`src/design/gamepad_drive_command_conditioner_assert.svh`:
```
// assertion macros for the drive command conditioner
`ifndef GAMEPAD_DRIVE_COMMAND_CONDITIONER_ASSERT_SVH
`define GAMEPAD_DRIVE_COMMAND_CONDITIONER_ASSERT_SVH

// same-cycle implication
`define GDCC_ASSERT_NOW(label, clk, rst, ante, cons, msg) \
   label: assert property (@(posedge clk) disable iff (rst) (ante) |-> (cons)) \
      else $error(msg);

// next-cycle implication
`define GDCC_ASSERT_NEXT(label, clk, rst, ante, cons, msg) \
   label: assert property (@(posedge clk) disable iff (rst) (ante) |=> (cons)) \
      else $error(msg);

`endif

```
`src/design/gdcc_pkg.sv`:
```
`default_nettype none

package gdcc_pkg;

   localparam int NUM_BUTTONS  = 11;
   localparam int FIFO_DEPTH   = 64;
   localparam int PTR_W        = (FIFO_DEPTH > 1) ? $clog2(FIFO_DEPTH) : 1;
   localparam int CNT_W        = $clog2(FIFO_DEPTH + 1);

   localparam int AXIS_W       = 16;
   localparam int VALUE_W      = 20;
   localparam int GEAR_W       = 4;
   localparam int PROD_W       = AXIS_W + GEAR_W + 1;

   localparam int CSR_DEPTH_W  = 7;
   localparam int CSR_DATA_W   = 7;
   localparam int CSR_INDEX_W  = 1;
   localparam int CMP_W        = (CNT_W > CSR_DEPTH_W) ? CNT_W : CSR_DEPTH_W;

   localparam int RSP_Q_DEPTH  = 2;
   localparam int RSP_Q_PTR_W  = 1;
   localparam int RSP_Q_CNT_W  = 2;

   localparam int BTN_A        = 0;
   localparam int BTN_B        = 1;
   localparam int BTN_START    = 7;

   localparam logic [GEAR_W-1:0] GEAR_MAX   = GEAR_W'(10);
   localparam logic [GEAR_W-1:0] GEAR_MIN   = GEAR_W'(1);
   localparam logic [GEAR_W-1:0] GEAR_RESET = GEAR_W'(7);

   typedef enum logic {
      OP_SAMPLE = 1'b0,
      OP_TICK   = 1'b1
   } opcode_type;

   typedef enum logic [CSR_INDEX_W-1:0] {
      CSR_DELAY_MODE  = 1'b0,
      CSR_DELAY_DEPTH = 1'b1
   } csr_index_type;

   typedef struct packed {
      logic signed [VALUE_W-1:0] left_value;
      logic signed [VALUE_W-1:0] right_value;
   } drive_pair_type;

   typedef struct packed {
      logic           wr_en;
      logic [PTR_W-1:0] wr_addr;
      drive_pair_type wr_data;
      logic           rd_en;
      logic [PTR_W-1:0] rd_addr;
   } mem_req_type;

   typedef struct packed {
      logic           valid;
      logic           from_ram;
      logic           is_stop;
      drive_pair_type pair;
   } stage_type;

   typedef struct packed {
      drive_pair_type pair;
      logic           is_stop;
   } rsp_beat_type;

   function automatic logic [PTR_W-1:0] ptr_next(input logic [PTR_W-1:0] p);
      logic [PTR_W-1:0] r;
      if (p == PTR_W'(FIFO_DEPTH - 1)) begin
         r = '0;
      end else begin
         r = p + PTR_W'(1);
      end
      return r;
   endfunction

endpackage

`default_nettype wire

```
`src/design/gdcc_delay_ram.sv`:
```
`default_nettype none

module gdcc_delay_ram import gdcc_pkg::*; (
   input  logic           clock,
   input  mem_req_type    mem_req,
   output drive_pair_type rd_data
);

   drive_pair_type store_mem [FIFO_DEPTH];

   always_ff @(posedge clock) begin
      if (mem_req.wr_en) begin
         store_mem[mem_req.wr_addr] <= mem_req.wr_data;
      end
   end

   always_ff @(posedge clock) begin
      if (mem_req.rd_en) begin
         rd_data <= store_mem[mem_req.rd_addr];
      end
   end

endmodule

`default_nettype wire

```
`config.mk`:
```
export PLATFORM = sky130hd
export DESIGN_NAME = gdcc_delay_ram
export DESIGN_NICKNAME = d
export VERILOG_FILES = /design/src/design/gamepad_drive_command_conditioner_assert.svh /design/src/design/gdcc_pkg.sv /design/src/design/gdcc_delay_ram.sv
export SDC_FILE = /design/constraint.sdc
export NUM_CORES = 2
export LEC_CHECK = 0
export ABC_CLOCK_PERIOD_IN_PS = 9700
export BUFFER_PORTS_ARGS = -buffer_cell sky130_fd_sc_hd__buf_2
export CORE_ASPECT_RATIO = 2
export CORE_MARGIN = 4
export CORE_UTILIZATION = 67
export DETAILED_ROUTE_END_ITERATION = 7
export PLACE_DENSITY = 0.9
export RECOVER_POWER = 25
export SETUP_SLACK_MARGIN = 0.02
export SYNTH_ARGS = -nofsm -noshare
export SYNTH_HDL_FRONTEND = slang
export SYNTH_SLANG_ARGS = --single-unit
```
`constraint.sdc`:
```
create_clock -name clock -period 9.7 [get_ports clock]
set_input_delay 0.485 -clock clock [delete_from_list [all_inputs] [get_ports clock]]
set_output_delay 0.485 -clock clock [all_outputs]
set_load 0.03 [all_outputs]
```
==> results by stage <==
CTS:
- The cell at the root of the clock tree is clkbuf_16.
- The number of clock buffers added by TritonCTS is 199.
- The clock latency of the later-clocked register in the worst-skew pair is 850 ps.
- The number of H-tree levels is 4.
- The clock slew at the register clock pins of the worst setup and hold paths is 80 ps.
- In this run the post-CTS setup repair buffer count came out at 0.
- The CTS sink count is 2600.
- The number of buffers inserted by hold repair at cts is 0.
- The number of cells upsized or downsized after cts is 0.
- No sink is reached through more buffers than the 4 on the longest clock path.
- The CTS tree is yes.

Setup path:
- The critical path in this run is classified as primary input to register.
- For the worst setup path, the data arrival time is 4480 ps.
- The number of buffer and inverter instances along the worst setup path is 3.
- The worst setup path is launched from a primary input.
- Grouping stages by cell kind, the critical path spends the most delay in buffers and inverters.
- Of all nets on the critical path, the largest fanout is 115.
- For this run, the slowest stage of the critical path takes 1080 ps.
- Walking the worst path, the cells encountered are buf_8 -> buf_4 -> buf_12 -> mux2i_1 -> a22o_1 -> a21oi_1 -> a221oi_1 -> nor4_1.
- The number of cells on the worst reg-to-reg path is 4.
- Data on the critical path is required at its endpoint by 10230 ps.
- The worst register-to-register path ends at rd_data[1].
- The startpoint identified for the worst register-to-register timing path is store_mem[29][1].
- STA classifies the critical path endpoint as a register.
- The worst-case register-to-register setup slack is 6840 ps.
- The slowest library cell on the worst path is a221oi_1.

Floorplan:
- The vertical die dimension is 550 um.
- The horizontal extent of the die is 279 um.
- The area inside the core boundary is 146000 um^2.
- The top-level I/O count is 95.
- The die covers 153000 um^2.
- The standard-cell row count is 198.
- The starting utilization of the core area is 67.4%.

Synthesis:
- The sequential area share after synthesis is 79.5%.
- The count of mapped cells out of synthesis is 4195.
- Synthesis produced a netlist with a net count of 4250.
- The average instance in the mapped netlist occupies 23.4 um^2.
- The synthesized design devotes to its leading area cell type 79.5% of total area.
- The number of register bits inferred by synthesis is 2600.
- By area the synthesized netlist is led by edfxtp_1 (79%), mux4_2 (14%), mux2i_1 (1.2%).
- The netlist area before placement is 98200 um^2.
- The cell type with the largest total area after synthesis is edfxtp_1.
- The warning count from the yosys run is 0.
- The number of different library cells used by synthesis comes to 35.

Hold path:
- The worst hold path terminates at store_mem[55][1].
- The path type of the worst min-delay path is primary input to register.
- The worst hold path startpoint is mem_req[49].
- The instance count along the most critical hold path is 3.

Cells and area:
- In the final design database the tool counted 4408 nets.
- The share of the core filled with cells is 74.0%.
- Relative to the synthesized area, the layout overhead comes to 9.67%.
- Cells with a size suffix above 1 make up 26.1% of the layout.

Routing:
- Dividing the detail-routed wire length by the instance count gives 50.0 um.
- The via count normalized by instance count is 8.55.
- The number of optimization iterations in the first detailed-route pass is 8.
- The DRC violation count after routing is 0.
- The total length of routed wires is 321000 um.
- The starting DRC count in detailed routing is 12100.
- Summing over every cut layer, the via total after detailed routing is 54900.
- The detail route stage leaves a number of antenna-violating nets equal to 0.

Job:
- The count of maximum capacitance violations is 34.

Pwr:
- For this design the ratio of total power to cell area is 208 nW/um^2.
- The static power due to leakage is 33.1 nW.
- VDD sags by at most 0.237 mV.

GRT:
- The total overflow left after global routing is 0.
- The number of global-route vias before repair was 53500.
- The initial antenna violation count is 36.
- The pin count of the biggest net entering global routing is 125.
- Global routing used 42.4% of the available tracks across all layers.
- The first global-routing pass estimated 445000 um of wire.

Timing:
- The total count of max-transition violations in the final report is 2058.
- The number of endpoints with negative hold slack in the final report was 0.
- Setup repair after global routing left no endpoint under its margin.
- The clock tree skew after final layout is 40.4 ps.
- Measured against its own limit, the worst slew margin works out to -174%.
- The maximum clock frequency is 253 MHz.
- The post-route fraction of the period consumed by the critical path is 40.8%.
- Setup total negative slack on the finished layout was measured at 0 ps.
- Setup violations remaining at the end of the flow were counted as 0.
- For the pin with the worst max-slew slack, the measured transition is 4110 ps.
- For the finished layout, the period the worst path requires is 3960 ps.

Placed design:
- After legalization and detailed placement, the total HPWL measured 155000 um.
- Port buffering added 94 buffers.
- At the end of routability-driven placement, the weighted congestion stood at 0.846.

Outcome:
- The flow ran to the end, but the final reports show violations.
- The checks that failed: max-capacitance violations, max-slew violations.
## per-layer routing
metal	track usage [%]	part of all wire, %
met1	51.9	27
met2	66.6	47
met3	11.8	15
met4	29.0	9.9
met5	0	0.058
## worst max-delay path by stage
stage | startpoint | to | slack (ps) | cells after the start
2_1_floorplan | mem_req[50] | store_mem[48][0] | 5490 | 4
3_3_place_gp | mem_req[0] | rd_data[1] | 5140 | 7
3_5_place_dp | mem_req[0] | rd_data[1] | 5060 | 7
4_1_cts | mem_req[0] | rd_data[1] | 5750 | 7
5_1_grt | mem_req[0] | rd_data[33] | 5710 | 7
6_report | mem_req[2] | rd_data[1] | 5740 | 8
## through the flow
step / total power, mW / setup WS (ps) / hold WS, ps / instances / instance area, um^2
after floorplan: 13.3 / 5490 / 584 / 4195 / 98200
after global placement: 13.7 / 5140 / 885 / 6052 / 101000
after detailed placement: 13.8 / 5060 / 917 / 6052 / 101000
after CTS: 22.3 / 5750 / 295 / 6401 / 108000
after global routing: 22.9 / 5710 / 406 / 6409 / 108000
final: 22.4 / 5740 / 440 / 6422 / 108000
## registers in the layout, indices dropped and copies added, names as in the netlist
name / cells
store_mem: 2560
rd_data: 40
## Yosys cell counts (all sizes together)
cell and count:
nor3 3, a22oi 18, o22a 26, or3 3, mux4 608, nand2b 13
nor2 97, and2 4, nand3 8, nand4 2, a211oi 6, nand3b 3
clkbuf 80, nor2b 16, and3 6, o21a 8, buf 158, nand2 19
mux2 38, mux2i 113, o22ai 143, a22o 16, a21oi 68, edfxtp 2600
nand4b 1, o221ai 42, or2 4, a221oi 34, nor4 34, or3b 2
o21ai 22
## layout by cell type, fill, tap and decap left out, types with 5 or more instances in the layout
cell / n
a211oi_1: 6
a21oi_1: 68
a221oi_1: 34
a22o_1: 16
a22oi_1: 18
and3_1: 6
buf_12: 8
buf_2: 61
buf_4: 91
bufinv_16: 28
clkbuf_1: 53
clkbuf_16: 201
clkinv_1: 42
clkinv_2: 31
clkinv_4: 8
clkinvlp_4: 12
diode_2: 21
edfxtp_1: 2600
inv_6: 6
mux2_2: 38
mux2i_1: 113
mux4_2: 608
nand2_1: 19
nand2b_1: 12
nand3_1: 8
nor2_1: 33
nor2_4: 62
nor2b_1: 12
nor4_1: 29
nor4_2: 5
o21a_1: 8
o21ai_0: 8
o21ai_1: 14
o221ai_1: 42
o22a_1: 26
o22ai_1: 143
## worst min-delay path, stage by stage
cell and delay (ps):
buf_2 210, nand2_1 220, nor2_4 160
## layout make-up
class                      count  area, um^2
sequential                  2600       78100
timing repair buffer         195        1310
clock inverter               127        1370
multi-input combinational   1357       19400
clock buffer                 222        5110
antenna                       21        52.6
fill                        6566       37900
tap                         1900        2380
## logic make-up (layout without fill, tap and decap cells)
| family | count (synthesis) | count (layout) | share of synthesized area (%) |
|---|---|---|---|
| buffers and inverters | 238 | 544 | 1.26 |
| other | 0 | 21 | 0 |
| AO/OA/AOI/OAI | 383 | 383 | 2.67 |
| multiplexers | 759 | 759 | 15.5 |
| flip-flops | 2600 | 2600 | 79.5 |
| AND/OR/NAND/NOR | 215 | 215 | 1.07 |
## where the power goes
group	switching, mW	internal, mW
Clock	4.16	4.56
Combinational	0.805	0.373
Sequential	0.0609	12.5
No activity file was read; power rests on OpenSTA's default activity.
