<file path="src/design/gamepad_drive_command_conditioner_assert.svh">
// assertion macros for the drive command conditioner
`ifndef GAMEPAD_DRIVE_COMMAND_CONDITIONER_ASSERT_SVH
`define GAMEPAD_DRIVE_COMMAND_CONDITIONER_ASSERT_SVH

// same-cycle implication
`define GDCC_ASSERT_NOW(label, clk, rst, ante, cons, msg) \
   label: assert property (@(posedge clk) disable iff (rst) (ante) |-> (cons)) \
      else $error(msg);

// next-cycle implication
`define GDCC_ASSERT_NEXT(label, clk, rst, ante, cons, msg) \
   label: assert property (@(posedge clk) disable iff (rst) (ante) |=> (cons)) \
      else $error(msg);

`endif

</file>
<file path="src/design/gdcc_pkg.sv">
`default_nettype none

package gdcc_pkg;

   localparam int NUM_BUTTONS  = 11;
   localparam int FIFO_DEPTH   = 64;
   localparam int PTR_W        = (FIFO_DEPTH > 1) ? $clog2(FIFO_DEPTH) : 1;
   localparam int CNT_W        = $clog2(FIFO_DEPTH + 1);

   localparam int AXIS_W       = 16;
   localparam int VALUE_W      = 20;
   localparam int GEAR_W       = 4;
   localparam int PROD_W       = AXIS_W + GEAR_W + 1;

   localparam int CSR_DEPTH_W  = 7;
   localparam int CSR_DATA_W   = 7;
   localparam int CSR_INDEX_W  = 1;
   localparam int CMP_W        = (CNT_W > CSR_DEPTH_W) ? CNT_W : CSR_DEPTH_W;

   localparam int RSP_Q_DEPTH  = 2;
   localparam int RSP_Q_PTR_W  = 1;
   localparam int RSP_Q_CNT_W  = 2;

   localparam int BTN_A        = 0;
   localparam int BTN_B        = 1;
   localparam int BTN_START    = 7;

   localparam logic [GEAR_W-1:0] GEAR_MAX   = GEAR_W'(10);
   localparam logic [GEAR_W-1:0] GEAR_MIN   = GEAR_W'(1);
   localparam logic [GEAR_W-1:0] GEAR_RESET = GEAR_W'(7);

   typedef enum logic {
      OP_SAMPLE = 1'b0,
      OP_TICK   = 1'b1
   } opcode_type;

   typedef enum logic [CSR_INDEX_W-1:0] {
      CSR_DELAY_MODE  = 1'b0,
      CSR_DELAY_DEPTH = 1'b1
   } csr_index_type;

   typedef struct packed {
      logic signed [VALUE_W-1:0] left_value;
      logic signed [VALUE_W-1:0] right_value;
   } drive_pair_type;

   typedef struct packed {
      logic           wr_en;
      logic [PTR_W-1:0] wr_addr;
      drive_pair_type wr_data;
      logic           rd_en;
      logic [PTR_W-1:0] rd_addr;
   } mem_req_type;

   typedef struct packed {
      logic           valid;
      logic           from_ram;
      logic           is_stop;
      drive_pair_type pair;
   } stage_type;

   typedef struct packed {
      drive_pair_type pair;
      logic           is_stop;
   } rsp_beat_type;

   function automatic logic [PTR_W-1:0] ptr_next(input logic [PTR_W-1:0] p);
      logic [PTR_W-1:0] r;
      if (p == PTR_W'(FIFO_DEPTH - 1)) begin
         r = '0;
      end else begin
         r = p + PTR_W'(1);
      end
      return r;
   endfunction

endpackage

`default_nettype wire

</file>
<file path="src/design/gdcc_ctrl.sv">
`default_nettype none

`include "gamepad_drive_command_conditioner_assert.svh"

module gdcc_ctrl import gdcc_pkg::*; (
   input  logic                     clock,
   input  logic                     reset,
   input  logic                     req_fire,
   input  logic                     opcode,
   input  logic [NUM_BUTTONS-1:0]   buttons,
   input  logic signed [AXIS_W-1:0] left_axis,
   input  logic signed [AXIS_W-1:0] right_axis,
   input  logic                     delay_mode,
   input  logic [CSR_DEPTH_W-1:0]   delay_depth,
   output mem_req_type              mem_req,
   output stage_type                stage
);

   logic [NUM_BUTTONS-1:0]   prev_ff, prev_in;
   logic                     enable_ff, enable_in;
   logic [GEAR_W-1:0]        gear_ff, gear_in;
   logic signed [AXIS_W-1:0] held_left_ff, held_left_in;
   logic signed [AXIS_W-1:0] held_right_ff, held_right_in;
   logic [CNT_W-1:0]         count_ff, count_in;
   logic [PTR_W-1:0]         head_ff, head_in;
   logic [PTR_W-1:0]         tail_ff, tail_in;
   stage_type                stage_ff, stage_in;

   logic [NUM_BUTTONS-1:0]   released;
   logic signed [PROD_W-1:0] gear_s;
   logic signed [PROD_W-1:0] left_prod, right_prod;
   drive_pair_type           product;
   logic [CMP_W-1:0]         depth_ext, eff_depth, count_after;
   logic                     push, pop;

   assign released  = prev_ff & ~buttons;
   assign gear_s    = PROD_W'(gear_ff);
   assign left_prod  = PROD_W'(held_left_ff) * gear_s;
   assign right_prod = PROD_W'(held_right_ff) * gear_s;
   assign product.left_value  = left_prod[VALUE_W-1:0];
   assign product.right_value = right_prod[VALUE_W-1:0];

   assign depth_ext = CMP_W'(delay_depth);
   assign eff_depth = (depth_ext > CMP_W'(FIFO_DEPTH)) ? CMP_W'(FIFO_DEPTH) : depth_ext;

   always_comb begin
      logic [GEAR_W-1:0] g;
      prev_in       = prev_ff;
      enable_in     = enable_ff;
      gear_in       = gear_ff;
      held_left_in  = held_left_ff;
      held_right_in = held_right_ff;
      count_in      = count_ff;
      head_in       = head_ff;
      tail_in       = tail_ff;
      stage_in      = '0;
      push          = 1'b0;
      pop           = 1'b0;
      count_after   = CMP_W'(count_ff);
      g             = gear_ff;

      if (req_fire) begin
         if (opcode == OP_SAMPLE) begin
            prev_in       = buttons;
            held_left_in  = left_axis;
            held_right_in = right_axis;
            if (released[BTN_B] && (g < GEAR_MAX)) begin
               g = g + GEAR_W'(1);
            end
            if (released[BTN_A] && (g > GEAR_MIN)) begin
               g = g - GEAR_W'(1);
            end
            gear_in = g;
            if (released[BTN_START]) begin
               enable_in = !enable_ff;
               if (enable_ff) begin
                  stage_in.valid   = 1'b1;
                  stage_in.is_stop = 1'b1;
                  count_in         = '0;
                  head_in          = '0;
                  tail_in          = '0;
               end
            end
         end else if (enable_ff) begin
            if (!delay_mode) begin
               stage_in.valid = 1'b1;
               stage_in.pair  = product;
            end else begin
               push        = (count_ff < CNT_W'(FIFO_DEPTH));
               count_after = CMP_W'(count_ff) + CMP_W'(push);
               pop         = (count_after != '0) && (count_after >= eff_depth);
               if (push) begin
                  tail_in = ptr_next(tail_ff);
               end
               if (pop) begin
                  head_in           = ptr_next(head_ff);
                  stage_in.valid    = 1'b1;
                  stage_in.from_ram = (count_ff != '0);
                  stage_in.pair     = product;
               end
               count_in = count_ff + CNT_W'(push) - CNT_W'(pop);
            end
         end
      end
   end

   always_comb begin
      mem_req.wr_en   = push;
      mem_req.wr_addr = tail_ff;
      mem_req.wr_data = product;
      mem_req.rd_en   = pop && (count_ff != '0);
      mem_req.rd_addr = head_ff;
   end

   always_ff @(posedge clock) begin
      if (reset) begin
         prev_ff       <= '0;
         enable_ff     <= 1'b0;
         gear_ff       <= GEAR_RESET;
         held_left_ff  <= '0;
         held_right_ff <= '0;
         count_ff      <= '0;
         head_ff       <= '0;
         tail_ff       <= '0;
         stage_ff      <= '0;
      end else begin
         prev_ff       <= prev_in;
         enable_ff     <= enable_in;
         gear_ff       <= gear_in;
         held_left_ff  <= held_left_in;
         held_right_ff <= held_right_in;
         count_ff      <= count_in;
         head_ff       <= head_in;
         tail_ff       <= tail_in;
         stage_ff      <= stage_in;
      end
   end

   assign stage = stage_ff;

   `GDCC_ASSERT_NOW(a_count_bound, clock, reset, 1'b1, count_ff <= CNT_W'(FIFO_DEPTH), "delay fifo count beyond depth")
   `GDCC_ASSERT_NOW(a_ptr_meet, clock, reset, (count_ff == '0) || (count_ff == CNT_W'(FIFO_DEPTH)), head_ff == tail_ff, "fifo pointers disagree with count")
   `GDCC_ASSERT_NOW(a_gear_range, clock, reset, 1'b1, (gear_ff >= GEAR_MIN) && (gear_ff <= GEAR_MAX), "gear out of range")
   `GDCC_ASSERT_NEXT(a_ram_stage, clock, reset, mem_req.rd_en, stage_ff.valid && stage_ff.from_ram, "ram read without a stage beat")

endmodule

`default_nettype wire

</file>
<file path="config.mk">
export PLATFORM = sky130hd
export DESIGN_NAME = gdcc_ctrl
export DESIGN_NICKNAME = d
export VERILOG_FILES = /design/src/design/gdcc_pkg.sv /design/src/design/gdcc_ctrl.sv
export VERILOG_INCLUDE_DIRS = /design/src /design/src/design
export SDC_FILE = /design/constraint.sdc
export NUM_CORES = 1
export LEC_CHECK = 0
export BUFFER_PORTS_ARGS = -buffer_cell sky130_fd_sc_hd__buf_2
export CELL_PAD_IN_SITES_DETAIL_PLACEMENT = 0
export CELL_PAD_IN_SITES_GLOBAL_PLACEMENT = 1
export CORE_AREA = 2 2 150 138
export DETAILED_ROUTE_END_ITERATION = 10
export DIE_AREA = 0 0 152 140
export PLACE_DENSITY_LB_ADDON = 0.1
export SYNTH_ARGS = -nofsm -noshare
export SYNTH_HDL_FRONTEND = slang
export SYNTH_SLANG_ARGS = --single-unit
</file>
<file path="constraint.sdc">
create_clock -name clock -period 12.5 [get_ports clock]
set_clock_uncertainty 0.1 [all_clocks]
set_input_delay 2.5 -clock clock [delete_from_list [all_inputs] [get_ports clock]]
set_output_delay 2.5 -clock clock [all_outputs]
set_load 0.01 [all_outputs]
</file>
==> flow_summary_export.csv <==
group,metric,value,unit
pwr,leakagePower,5.13,nW
yosys,synthDistinctLibCells,62,
die,start_util,45.4,%
pwr,power,0.000803,W
min_path,worstHoldPathType,"reg2reg",
die,top_level_ports,152,
cts,clk_path_buf_depth,2,
place,gp_congestion,0.844,
sta,fin_hold_ws,363,ps
global_route,grt_first_pass_wirelength,33900,um
route,antenna_left,0,
global_route,grt_max_degree,68,
cts,postCtsSetupBuffers,0,
sta,fin_setup_tns,0,ps
route,viasPerCell,5.01,
die,dieArea,0.0213,mm2
sta,maxSlewHeadroom,41.7,%
route,routedWlPerCell,13.7,um
worst_setup_path,crit_slowest_cell,"dfxtp_1",
yosys,syn_nets,1309,
route,totalWireLength,20100,um
finish,syn_to_final_growth,13.3,%
finish,antenna_cells,0,
worst_setup_path,r2r_cells,13,
worst_setup_path,critPathLaunchType,"flip-flop",
yosys,synthArstFlopShare,0,%
min_path,hold_start,"prev_ff[0]",
die,die_width,152,um
cts,htree_levels,3,
min_path,hold-path-cell-count,2,
finish,drive_above_1_share,14.6,%
cts,cts_hold_buffers,0,
finish,n_fill_cell,1991,
yosys,avgSynthCellArea,8.11,um2
cts,cts_tree,"built",
cts,clockRootBuffer,"clkbuf_16",
worst_setup_path,r2r_start,"gear_ff[3]",
yosys,synth_top_cell_by_area,"dfxtp_1",
outcome,status,"completed",
route,vias,7380,
pwr,p_per_area,79.4,mW/mm2
yosys,synth_edf_count,0,
sta,setup_viol,0,
sta,timing.final.hold_violations,0,
yosys,synth-seq-area-share,22.9,%
pwr,ir_drop,0.0571,mV
worst_setup_path,end_kind,"output port",
job,drv_cap,0,
sta,post-route-period-util,58.3,%
global_route,antenna_found_initial,2,
route,drt_pre_antenna_iters,5,
global_route,grt_pass1_vias,6941,
die,coreArea,0.0197,mm2
yosys,synth.most_common_cell,"inv_1",
yosys,synth.top_cells.by_count,"inv_1 (146), nand2_1 (141), and2_1 (128), dfxtp_1 (102), ha_1 (90)",
place,hpwlAfterDp,15500,um
worst_setup_path,worstPathRequired,9900,ps
sta,finalCriticalPeriod,7290,ps
yosys,yosys_most_used_dff,"dfxtp_1",
yosys,syn_inst,1100,
cts,clk_pin_slew,70,ps
sta,rsz0062_at_grt,"no",
yosys,netlist_area,0.00893,mm2
yosys,synth.area.top_cells,"dfxtp_1 (23%), fa_1 (14%), ha_1 (13%)",
worst_setup_path,r2r_end,"stage[36]",
die,rows,49,
cts,insertion_delay,350,ps
die,die_h,140,um
place,io_buffer_count,143,
worst_setup_path,r2r_slack,8070,ps
global_route,grt_use_total,19.1,%
route,drt_iter0_drc,292,
global_route,overflow,0,
worst_setup_path,crit_fanout,23,
yosys,yosysWarnings,0,
route,drc,0,
yosys,netlist.area_leader.share,22.9,%
min_path,whs_endpoint,"prev_ff[0]",
sta,max_freq,0.137,GHz
sta,worstMarginPinSlew,873,ps
yosys,synth.ff_latch_count,102,
cts,cts_sinks,102,
worst_setup_path,crit_arrival,4690,ps
worst_setup_path,critPathLaunch,"gear_ff[3]",
worst_setup_path,cp_slowest_stage_delay,580,ps
cts,cts_resized,0,
worst_setup_path,crit_chain,"buf_4, and2_1, ha_1, fa_1, inv_1, fa_1, inv_1, ha_1, o211ai_1, a311o_1, a211oi_1, o21ai_0, o31a_1, buf_2",
cts,cts_made_buffers,9,
finish,fin_nets,1423,
sta,slew_viol_final,0,
worst_setup_path,critical_path_class,"reg2out",
## worst max path at each step
| stage | to | slack (ps) | cells past startpoint |
|---|---|---|---|
| after detailed placement | mem_req[6] | 5590 | 10 |
| after global placement | mem_req[6] | 5550 | 10 |
| after floorplan | mem_req[26] | 6070 | 16 |
| after global routing | mem_req[24] | 4920 | 13 |
| after CTS | mem_req[43] | 5170 | 14 |
| final | mem_req[43] | 5210 | 14 |
## per-layer routing
metal	track usage, %	vias to the layer above	share of wire [%]
li1	-	3817	-
met1	28.0	3395	52
met2	29.2	144	42
met3	3.74	20	4.5
met4	3.94	4	0.88
met5	0	-	0.13
## final cells by class
| cell class | count | area [um2] | area share [%] |
|---|---|---|---|
| repair buffers | 150 | 768 | 7.60 |
| flip-flops and latches | 102 | 2040 | 20.2 |
| clock buffers | 11 | 243 | 2.40 |
| inverters | 147 | 552 | 5.46 |
| clock inverters | 5 | 43.8 | 0.433 |
| well taps | 255 | 319 | 3.15 |
| multi-input cells | 804 | 6150 | 60.8 |
## cells in the final DEF, fill, tap and decap left out, drive strengths merged, types with 4 or more instances in the layout
cell type	n
o21a	4
nand2	141
inv	148
a211oi	8
nor2	39
clkbuf	11
nor2b	14
nand2b	11
a21o	20
mux2i	4
and2	128
or2	6
fa	64
a21oi	83
a31oi	6
dfxtp	102
or3	7
xor2	15
nand4	7
o21ai	32
and3	5
o211ai	11
buf	150
nand3b	6
or3b	4
xnor2	26
nand3	17
ha	90
nor3	14
## logic make-up after synthesis
kind of cell | count (synthesis) | synth area share [%]
XOR/XNOR | 41 | 4.02
AND/OR/NAND/NOR | 407 | 23.3
flip-flops | 102 | 22.9
AO/OA/AOI/OAI | 198 | 14.0
multiplexers | 4 | 0.449
adder cells (fa/ha/maj) | 154 | 27.0
buffers and inverters | 194 | 8.38
## flip-flops by register name (all words and copies together) (netlist names)
register / cells
prev_ff: 3
held_left_ff: 16
head_ff: 6
gear_ff: 4
count_ff: 7
stage: 43
tail_ff: 6
held_right_ff: 16
enable_ff: 1
## stage by stage
stage	setup WS (ps)	cell area, um2	instances	util [%]
6_report	5210	10100	1474	51.4
5_1_grt	4920	10100	1474	51.4
4_1_cts	5170	10100	1474	51.4
3_5_place_dp	5590	9830	1458	49.9
3_3_place_gp	5550	9830	1458	49.9
2_1_floorplan	6070	8930	1100	-
## power breakdown
part	switching [W]	total, W	internal (W)
clock	0.000136	0.000279	0.000143
combinational	0.000109	0.000186	0.0000767
sequential	0.00000795	0.000338	0.000330
total	0.000253	0.000803	0.000550
## worst max-delay path, delay by kind of cell, from the launching register on
family                   cells  cell delay (ps)
AND/OR/NAND/NOR              1              160
flip-flops                   1              580
adder cells (fa/ha/maj)      4             1660
AO/OA/AOI/OAI                5             1370
buffers and inverters        4              550
Note: power is estimated with default switching activity, not from simulation.
