`config.mk`:
```
export PLATFORM = sky130hd
export DESIGN_NAME = gdcc_rsp_queue
export DESIGN_NICKNAME = d
export VERILOG_FILES = /design/src/design/gamepad_drive_command_conditioner_assert.svh /design/src/design/gdcc_pkg.sv /design/src/design/gdcc_rsp_queue.sv
export SDC_FILE = /design/constraint.sdc
export NUM_CORES = 1
export LEC_CHECK = 0
export ABC_AREA = 1
export ABC_CLOCK_PERIOD_IN_PS = 2700
export BUFFER_PORTS_ARGS = -buffer_cell sky130_fd_sc_hd__buf_2
export CAP_MARGIN = 40
export CORE_MARGIN = 2
export CORE_UTILIZATION = 47
export DETAILED_ROUTE_END_ITERATION = 6
export GPL_TIMING_DRIVEN = 0
export PLACE_DENSITY = 0.75
export SLEW_MARGIN = 20
export SYNTH_ARGS = -nofsm -noshare
export SYNTH_HDL_FRONTEND = slang
export SYNTH_SLANG_ARGS = --single-unit
```
`constraint.sdc`:
```
create_clock -name clock -period 2.7 [get_ports clock]
set_input_delay 0.405 -clock clock [delete_from_list [all_inputs] [get_ports clock]]
set_output_delay 0.405 -clock clock [all_outputs]
set_load 0.005 [all_outputs]
```
`src/design/gamepad_drive_command_conditioner_assert.svh`:
```
// assertion macros for the drive command conditioner
`ifndef GAMEPAD_DRIVE_COMMAND_CONDITIONER_ASSERT_SVH
`define GAMEPAD_DRIVE_COMMAND_CONDITIONER_ASSERT_SVH

// same-cycle implication
`define GDCC_ASSERT_NOW(label, clk, rst, ante, cons, msg) \
   label: assert property (@(posedge clk) disable iff (rst) (ante) |-> (cons)) \
      else $error(msg);

// next-cycle implication
`define GDCC_ASSERT_NEXT(label, clk, rst, ante, cons, msg) \
   label: assert property (@(posedge clk) disable iff (rst) (ante) |=> (cons)) \
      else $error(msg);

`endif

```
`src/design/gdcc_pkg.sv`:
```
`default_nettype none

package gdcc_pkg;

   localparam int NUM_BUTTONS  = 11;
   localparam int FIFO_DEPTH   = 64;
   localparam int PTR_W        = (FIFO_DEPTH > 1) ? $clog2(FIFO_DEPTH) : 1;
   localparam int CNT_W        = $clog2(FIFO_DEPTH + 1);

   localparam int AXIS_W       = 16;
   localparam int VALUE_W      = 20;
   localparam int GEAR_W       = 4;
   localparam int PROD_W       = AXIS_W + GEAR_W + 1;

   localparam int CSR_DEPTH_W  = 7;
   localparam int CSR_DATA_W   = 7;
   localparam int CSR_INDEX_W  = 1;
   localparam int CMP_W        = (CNT_W > CSR_DEPTH_W) ? CNT_W : CSR_DEPTH_W;

   localparam int RSP_Q_DEPTH  = 2;
   localparam int RSP_Q_PTR_W  = 1;
   localparam int RSP_Q_CNT_W  = 2;

   localparam int BTN_A        = 0;
   localparam int BTN_B        = 1;
   localparam int BTN_START    = 7;

   localparam logic [GEAR_W-1:0] GEAR_MAX   = GEAR_W'(10);
   localparam logic [GEAR_W-1:0] GEAR_MIN   = GEAR_W'(1);
   localparam logic [GEAR_W-1:0] GEAR_RESET = GEAR_W'(7);

   typedef enum logic {
      OP_SAMPLE = 1'b0,
      OP_TICK   = 1'b1
   } opcode_type;

   typedef enum logic [CSR_INDEX_W-1:0] {
      CSR_DELAY_MODE  = 1'b0,
      CSR_DELAY_DEPTH = 1'b1
   } csr_index_type;

   typedef struct packed {
      logic signed [VALUE_W-1:0] left_value;
      logic signed [VALUE_W-1:0] right_value;
   } drive_pair_type;

   typedef struct packed {
      logic           wr_en;
      logic [PTR_W-1:0] wr_addr;
      drive_pair_type wr_data;
      logic           rd_en;
      logic [PTR_W-1:0] rd_addr;
   } mem_req_type;

   typedef struct packed {
      logic           valid;
      logic           from_ram;
      logic           is_stop;
      drive_pair_type pair;
   } stage_type;

   typedef struct packed {
      drive_pair_type pair;
      logic           is_stop;
   } rsp_beat_type;

   function automatic logic [PTR_W-1:0] ptr_next(input logic [PTR_W-1:0] p);
      logic [PTR_W-1:0] r;
      if (p == PTR_W'(FIFO_DEPTH - 1)) begin
         r = '0;
      end else begin
         r = p + PTR_W'(1);
      end
      return r;
   endfunction

endpackage

`default_nettype wire

```
`src/design/gdcc_rsp_queue.sv`:
```
`default_nettype none

module gdcc_rsp_queue import gdcc_pkg::*; (
   input  logic                   clock,
   input  logic                   reset,
   input  logic                   push,
   input  rsp_beat_type           push_beat,
   input  logic                   pop,
   output logic                   head_valid,
   output rsp_beat_type           head_beat,
   output logic [RSP_Q_CNT_W-1:0] count
);

   rsp_beat_type           slot_ff [RSP_Q_DEPTH];
   logic [RSP_Q_PTR_W-1:0] wptr_ff, wptr_in;
   logic [RSP_Q_PTR_W-1:0] rptr_ff, rptr_in;
   logic [RSP_Q_CNT_W-1:0] count_ff, count_in;

   always_comb begin
      wptr_in  = push ? wptr_ff + RSP_Q_PTR_W'(1) : wptr_ff;
      rptr_in  = pop ? rptr_ff + RSP_Q_PTR_W'(1) : rptr_ff;
      count_in = count_ff + RSP_Q_CNT_W'(push) - RSP_Q_CNT_W'(pop);
   end

   always_ff @(posedge clock) begin
      if (reset) begin
         wptr_ff  <= '0;
         rptr_ff  <= '0;
         count_ff <= '0;
      end else begin
         wptr_ff  <= wptr_in;
         rptr_ff  <= rptr_in;
         count_ff <= count_in;
      end
   end

   always_ff @(posedge clock) begin
      if (push) begin
         slot_ff[wptr_ff] <= push_beat;
      end
   end

   assign head_valid = (count_ff != '0);
   assign head_beat  = slot_ff[rptr_ff];
   assign count      = count_ff;

endmodule

`default_nettype wire

```
==> reports/metrics.csv, run 1 <==
metric;value;unit
die-height;88.88;um
use_met2;0.2334;
dieArea;7899;sq um
synth_warnings;0;
p_leak;1.709;nW
min_path_type;in2reg;
syn_area;3386;sq um
worst_pin_slew;0.6524;ns
arrival;1.41;ns
fin_ws;0.8849;ns
coreArea;6869;sq um
path_cells;buf_6 -> buf_12 -> mux2_4 -> buf_2;
flow.area_growth_from_synthesis;24.21;%
cp_max_fo;10;
worst-path-stages;4;
timing.rr.start;wptr_ff;
crit_type;reg2out;
most-common-layout-cells;88 x buf_2, 82 x edfxtp_1, 40 x mux2_4;
yosysSeqAreaShare;0.7568;
cts-resized-gates;0;
cts_max_level;3;
p_per_area;671.7;nW/um^2
rrSetupSlack;1.27;ns
worstSkewPairLatency;0.35;ns
ys_ff_latch;87;
ys_types;14;
finalNetCount;306;
finalWirelength;5.381;mm
rr_worst_depth;2;
synth_area_leaders;edfxtp_1 73%, mux2_4 18%, dfxtp_1 3.0%;
gp_congestion;0.7015;
grt_util_met1;0.1560;
hold_path_end;slot_ff[0][16];
nFillCells;531;
grt_util_all_layers;0.1352;
grt_max_degree;23;
maxSlewViolCount;0;
grt_antenna_before_repair;0;
worst-path-buf-inv;3;
finish.utilization;0.6122;
rsz0062_at_grt;false;
netlist_instances;158;
cts.clk_slew.worst_paths;0.09;ns
postSynthAreaPerCell;21.43;sq um
finalClockSkew;0.009635;ns
die_w;88.88;um
clockRootBuffer;clkbuf_8;
diodes;0;
grt-ovfl-total;0;
max_slew_margin;0.5640;
crit_path_start_kind;register;
hold_buffers;0;
numCtsBuffers;9;
final_common_cell;buf_2;
dp.cells;344;
start_util;0.4929;
dr.pass1.iters;4;
min_from;push_beat[16];
first_global_vias;1612;
drive_above_1_share;0.5833;
period_minus_slack;1.815;ns
drv_cap;0;
port_buffers;88;
avgViaCountPerCell;4.625;
instances_no_fill;360;
postCtsSetupRepairBufs;0;
post-place-ws;1.013;ns
top_usage_layer;met2;
ant_nets;0;
via_count;1665;
io-pin-count;89;
slowest_stage;dfxtp_1;
r2r_end;slot_ff[0][15];
use_met3;0.04104;
drt_iter0_drc;58;
max_freq;550.9;MHz
cpPeakStageDelay;0.33;ns
clock-sinks;87;
ir_worst_vdd;0.0003273;V
row_count;30;
yosysTopAreaCell;edfxtp_1;
drc_errors;0;
critPathTopFamily;buffers and inverters;
cts_tree;done;
grt_pass1_wl;7.624;mm
hold_depth;1;
hpwl;3.748;mm
finalCritPeriodShare;0.6722;
critPathCaptureType;output port;
status;completed;
power;2.825;mW
critPathRequiredTime;2.30;ns
cts_buffer_depth;2;
final-hold-violation-count;0;
setup_viol;0;
drt-wirelength-per-cell;14.95;um
synth_fp_nets;205;
synth_top_area_share;0.7273;
==> power by group <==
group	internal [mW]	switching [mW]	leakage (nW)
logic	0.216	0.155	0.802
clock network	0.429	0.446	0.0956
registers	1.56	0.0217	0.811
==> state kept, by name (all words and copies together) (netlist names), named ones only <==
signal	flops
rptr_ff	1
count	2
slot_ff	82
wptr_ff	1
==> per-stage QoR <==
| step | hold slack (ns) | TNS, ns | cell area (sq um) |
|---|---|---|---|
| finish | 0.2399 | 0 | 4205 |
| global route | 0.2253 | 0 | 4205 |
| CTS | 0.2244 | 0 | 4205 |
| detailed placement | 0.5218 | 0 | 4009 |
| global placement | 0.4946 | -41.38 | 3946 |
| floorplan | 0.4762 | 0 | 3386 |
==> how the worst max path moves through the flow <==
stage | start | slack, ns | end
finish | register | 0.88 | head_beat[33]
global route | register | 0.82 | head_beat[33]
CTS | register | 0.85 | head_beat[33]
detailed placement | push | 1.01 | slot_ff[0][3]
global placement | push | -1.01 | slot_ff[0][6]
floorplan | push | 0.09 | slot_ff[0][0]
==> cells in the mapped netlist, drive strengths merged <==
| cell | n |
|---|---|
| edfxtp | 82 |
| nor3 | 1 |
| buf | 5 |
| inv | 8 |
| nand2 | 5 |
| nand3 | 1 |
| ha | 2 |
| nor2 | 6 |
| a21oi | 1 |
| xnor2 | 1 |
| mux2 | 41 |
| dfxtp | 5 |
==> kinds of logic after synthesis <==
| kind of cell | after synthesis | synth area share |
|---|---|---|
| flops | 87 | 0.7568 |
| fa+ha+maj | 2 | 0.007390 |
| compound gates | 1 | 0.001477 |
| simple gates | 13 | 0.01515 |
| mux | 41 | 0.1807 |
| buf+inv | 13 | 0.03585 |
| xor+xnor | 1 | 0.002587 |
==> cell type report <==
cell class | instances | area, sq um | area share
sequential | 87 | 2562 | 0.6093
multi-input combinational | 58 | 709.4 | 0.1687
timing repair buffer | 90 | 495.5 | 0.1178
clock buffer | 9 | 123.9 | 0.02946
tap | 96 | 120.1 | 0.02856
buffer | 5 | 91.34 | 0.02172
clock inverter | 7 | 72.57 | 0.01726
inverter | 8 | 30.03 | 0.007141
==> per-layer routing <==
metal / vias up / routed length (um)
met2: 45 / 2817
met1: 811 / 2201
met4: 0 / 79
met5: - / 0
met3: 7 / 283
li1: 802 / -
(Power assumes the default switching activity.)
==> run 2, diff against run 1 <==
--- a/config.mk
+++ b/config.mk
@@ -6,7 +6,7 @@
 export NUM_CORES = 1
 export LEC_CHECK = 0
 export ABC_AREA = 1
-export ABC_CLOCK_PERIOD_IN_PS = 2700
+export ABC_CLOCK_PERIOD_IN_PS = 1550
 export BUFFER_PORTS_ARGS = -buffer_cell sky130_fd_sc_hd__buf_2
 export CAP_MARGIN = 40
 export CORE_MARGIN = 2
==> constraint.sdc (replaced) <==
create_clock -name clock -period 1.55 [get_ports clock]
set_input_delay 0.2325 -clock clock [delete_from_list [all_inputs] [get_ports clock]]
set_output_delay 0.2325 -clock clock [all_outputs]
set_load 0.005 [all_outputs]
==> run 2 against run 1 <==
The run now ends with setup timing left. Hold slack got worse by 0.17 ns. Clock power rose by 52%. Clock skew fell by 0.0053 ns. Global-route usage rose by 1.3 points. Sequential cell count did not move. Core utilization rose by 4.2 points. Worst setup slack got worse by 0.98 ns. First-iteration DRC count rose by 33%. Sequential share of layout area fell by 3.9 points. Power rose by 74%. Routed wire length rose by 7.7%. Non-clock buffer count rose by 2. Largest power group unchanged.
==> reports/metrics.csv, run 2 (synthesis results as in run 1) <==
metric;value;unit
status;finished with violations;
violations;setup timing;
ant_nets;0;
coreArea;6869;sq um
finalCritPeriodShare;1.061;
cts.clk_slew.worst_paths;0.08;ns
hold_depth;1;
maxSlewViolCount;0;
drive_above_1_share;0.5843;
p_seq_frac;0.560;
drc_errors;0;
diodes;0;
dr.pass1.iters;4;
finalNetCount;309;
worstSkewPairLatency;0.34;ns
arrival;1.41;ns
hpwl;3.752;mm
use_met2;0.2571;
hold_buffers;0;
avgViaCountPerCell;4.727;
critPathRequiredTime;1.32;ns
port_buffers;88;
p_int;3.812;mW
via_count;1716;
most-common-layout-cells;82 x edfxtp_1, 48 x buf_2, 40 x mux2_4, 40 x buf_6, 9 x clkbuf_8;
worst_pin_slew;0.6526;ns
cp_max_fo;10;
top_usage_layer;met2;
final_common_cell;edfxtp_1;
period_minus_slack;1.645;ns
rsz0062_at_grt;true;
nFillCells;505;
rr_worst_depth;2;
fin_area;4496;sq um
finalClockSkew;0.004365;ns
drt_iter0_drc;77;
final-hold-violation-count;0;
grt_antenna_before_repair;0;
numCtsBuffers;9;
p_per_area;1094;nW/um^2
die-height;88.88;um
largest_reg_flops;82;
switching_share;0.2247;
fin_tns_setup;-2.940;ns
gp_congestion;0.6610;
min_path_type;in2reg;
dp.cells;344;
crit_type;reg2out;
critPathCaptureType;output port;
setup_viol;40;
p_leak;1.797;nW
crit_path_start_kind;register;
max_freq;607.9;MHz
clock-sinks;87;
grt_util_all_layers;0.1480;
clockRootBuffer;clkbuf_8;
io-pin-count;89;
dieArea;7899;sq um
flow.area_growth_from_synthesis;32.78;%
grt-ovfl-total;0;
drt-wirelength-per-cell;15.96;um
finish.utilization;0.6545;
finalWirelength;5.794;mm
p_comb_frac;0.171;
cts_tree;done;
start_util;0.4929;
top_register;slot_ff;
row_count;30;
drv_cap;0;
cts_buffer_depth;2;
max_slew_margin;0.5639;
fin_ws;-0.09490;ns
power;4.917;mW
grt_max_degree;24;
grt_util_met1;0.1673;
die_w;88.88;um
first_global_vias;1750;
p_sw;1.105;mW
use_met3;0.04664;
grt_pass1_wl;8.362;mm
place_area;4013;sq um
cts_max_level;3;
instances_no_fill;363;
clkPwrFrac;0.270;
ir_worst_vdd;0.0005355;V
## run 2: cell types whose count changed in the layout (fill, tap and decap cells not counted), sizes merged
cell / previous run / this run
bufinv: 1 / 0
clkinv: 3 / 4
buf: 95 / 96
inv: 9 / 7
clkinvlp: 2 / 4
clkbuf: 9 / 11
## run 2: layout make-up
cell class              count  area [sq um]  share of cell area
plain buffers               5         100.1             0.02227
clock buffers              10         127.6             0.02839
clock inverters             6         37.54            0.008350
inverters                   8         33.78            0.007515
multi-input cells          58         709.4              0.1578
flip-flops and latches     87          2564              0.5703
well taps                  96         120.1             0.02672
repair buffers             92         798.3              0.1776
repair inverters            1         5.005            0.001113
## run 2: critical path: stages (launching register included)
cell and delay, ns:
dfxtp_2 0.34, buf_12 0.15, buf_12 0.15, mux2_4 0.31, buf_6 0.12
## run 2: repair_timing
item,in CTS,in global routing
setup buffers,0,0
endpoints found under the setup margin,40,64
resized for setup,40,4
gates cloned,1,2
## run 2: worst paths after layout
path / startpoint / endpoint / slack (ns)
worst max-delay path: register / head_beat[32] / -0.09
worst min-delay path: push_beat[17] / slot_ff[1][17] / 0.07
worst max register to register: wptr_ff / slot_ff[0][33] / 0.10
worst min register to register: rptr_ff / rptr_ff / 0.52
## run 2: power groups by stage
stage / Combinational [mW] / Sequential (mW) / Clock, mW
detailed placement: 0.666 / 2.80 / 0
CTS: 0.818 / 2.75 / 1.37
finish: 0.839 / 2.75 / 1.33
global route: 0.897 / 2.76 / 1.49
floorplan: 0.397 / 2.80 / 0
global placement: 0.625 / 2.80 / 0
## run 2: metrics by stage
| step | setup WS [ns] | hold WS, ns |
|---|---|---|
| floorplan | 0.1486 | 0.3037 |
| global placement | -0.2280 | 0.4201 |
| detailed placement | 0.0008304 | 0.4249 |
| CTS | -0.1166 | 0.05570 |
| global route | -0.1527 | 0.04336 |
| finish | -0.09490 | 0.07235 |
## run 2: per-layer routing
metal	wire, um	vias to the layer above
met1	2264	848
met5	0	-
met3	274	6
met4	73	0
met2	3182	56
li1	-	806
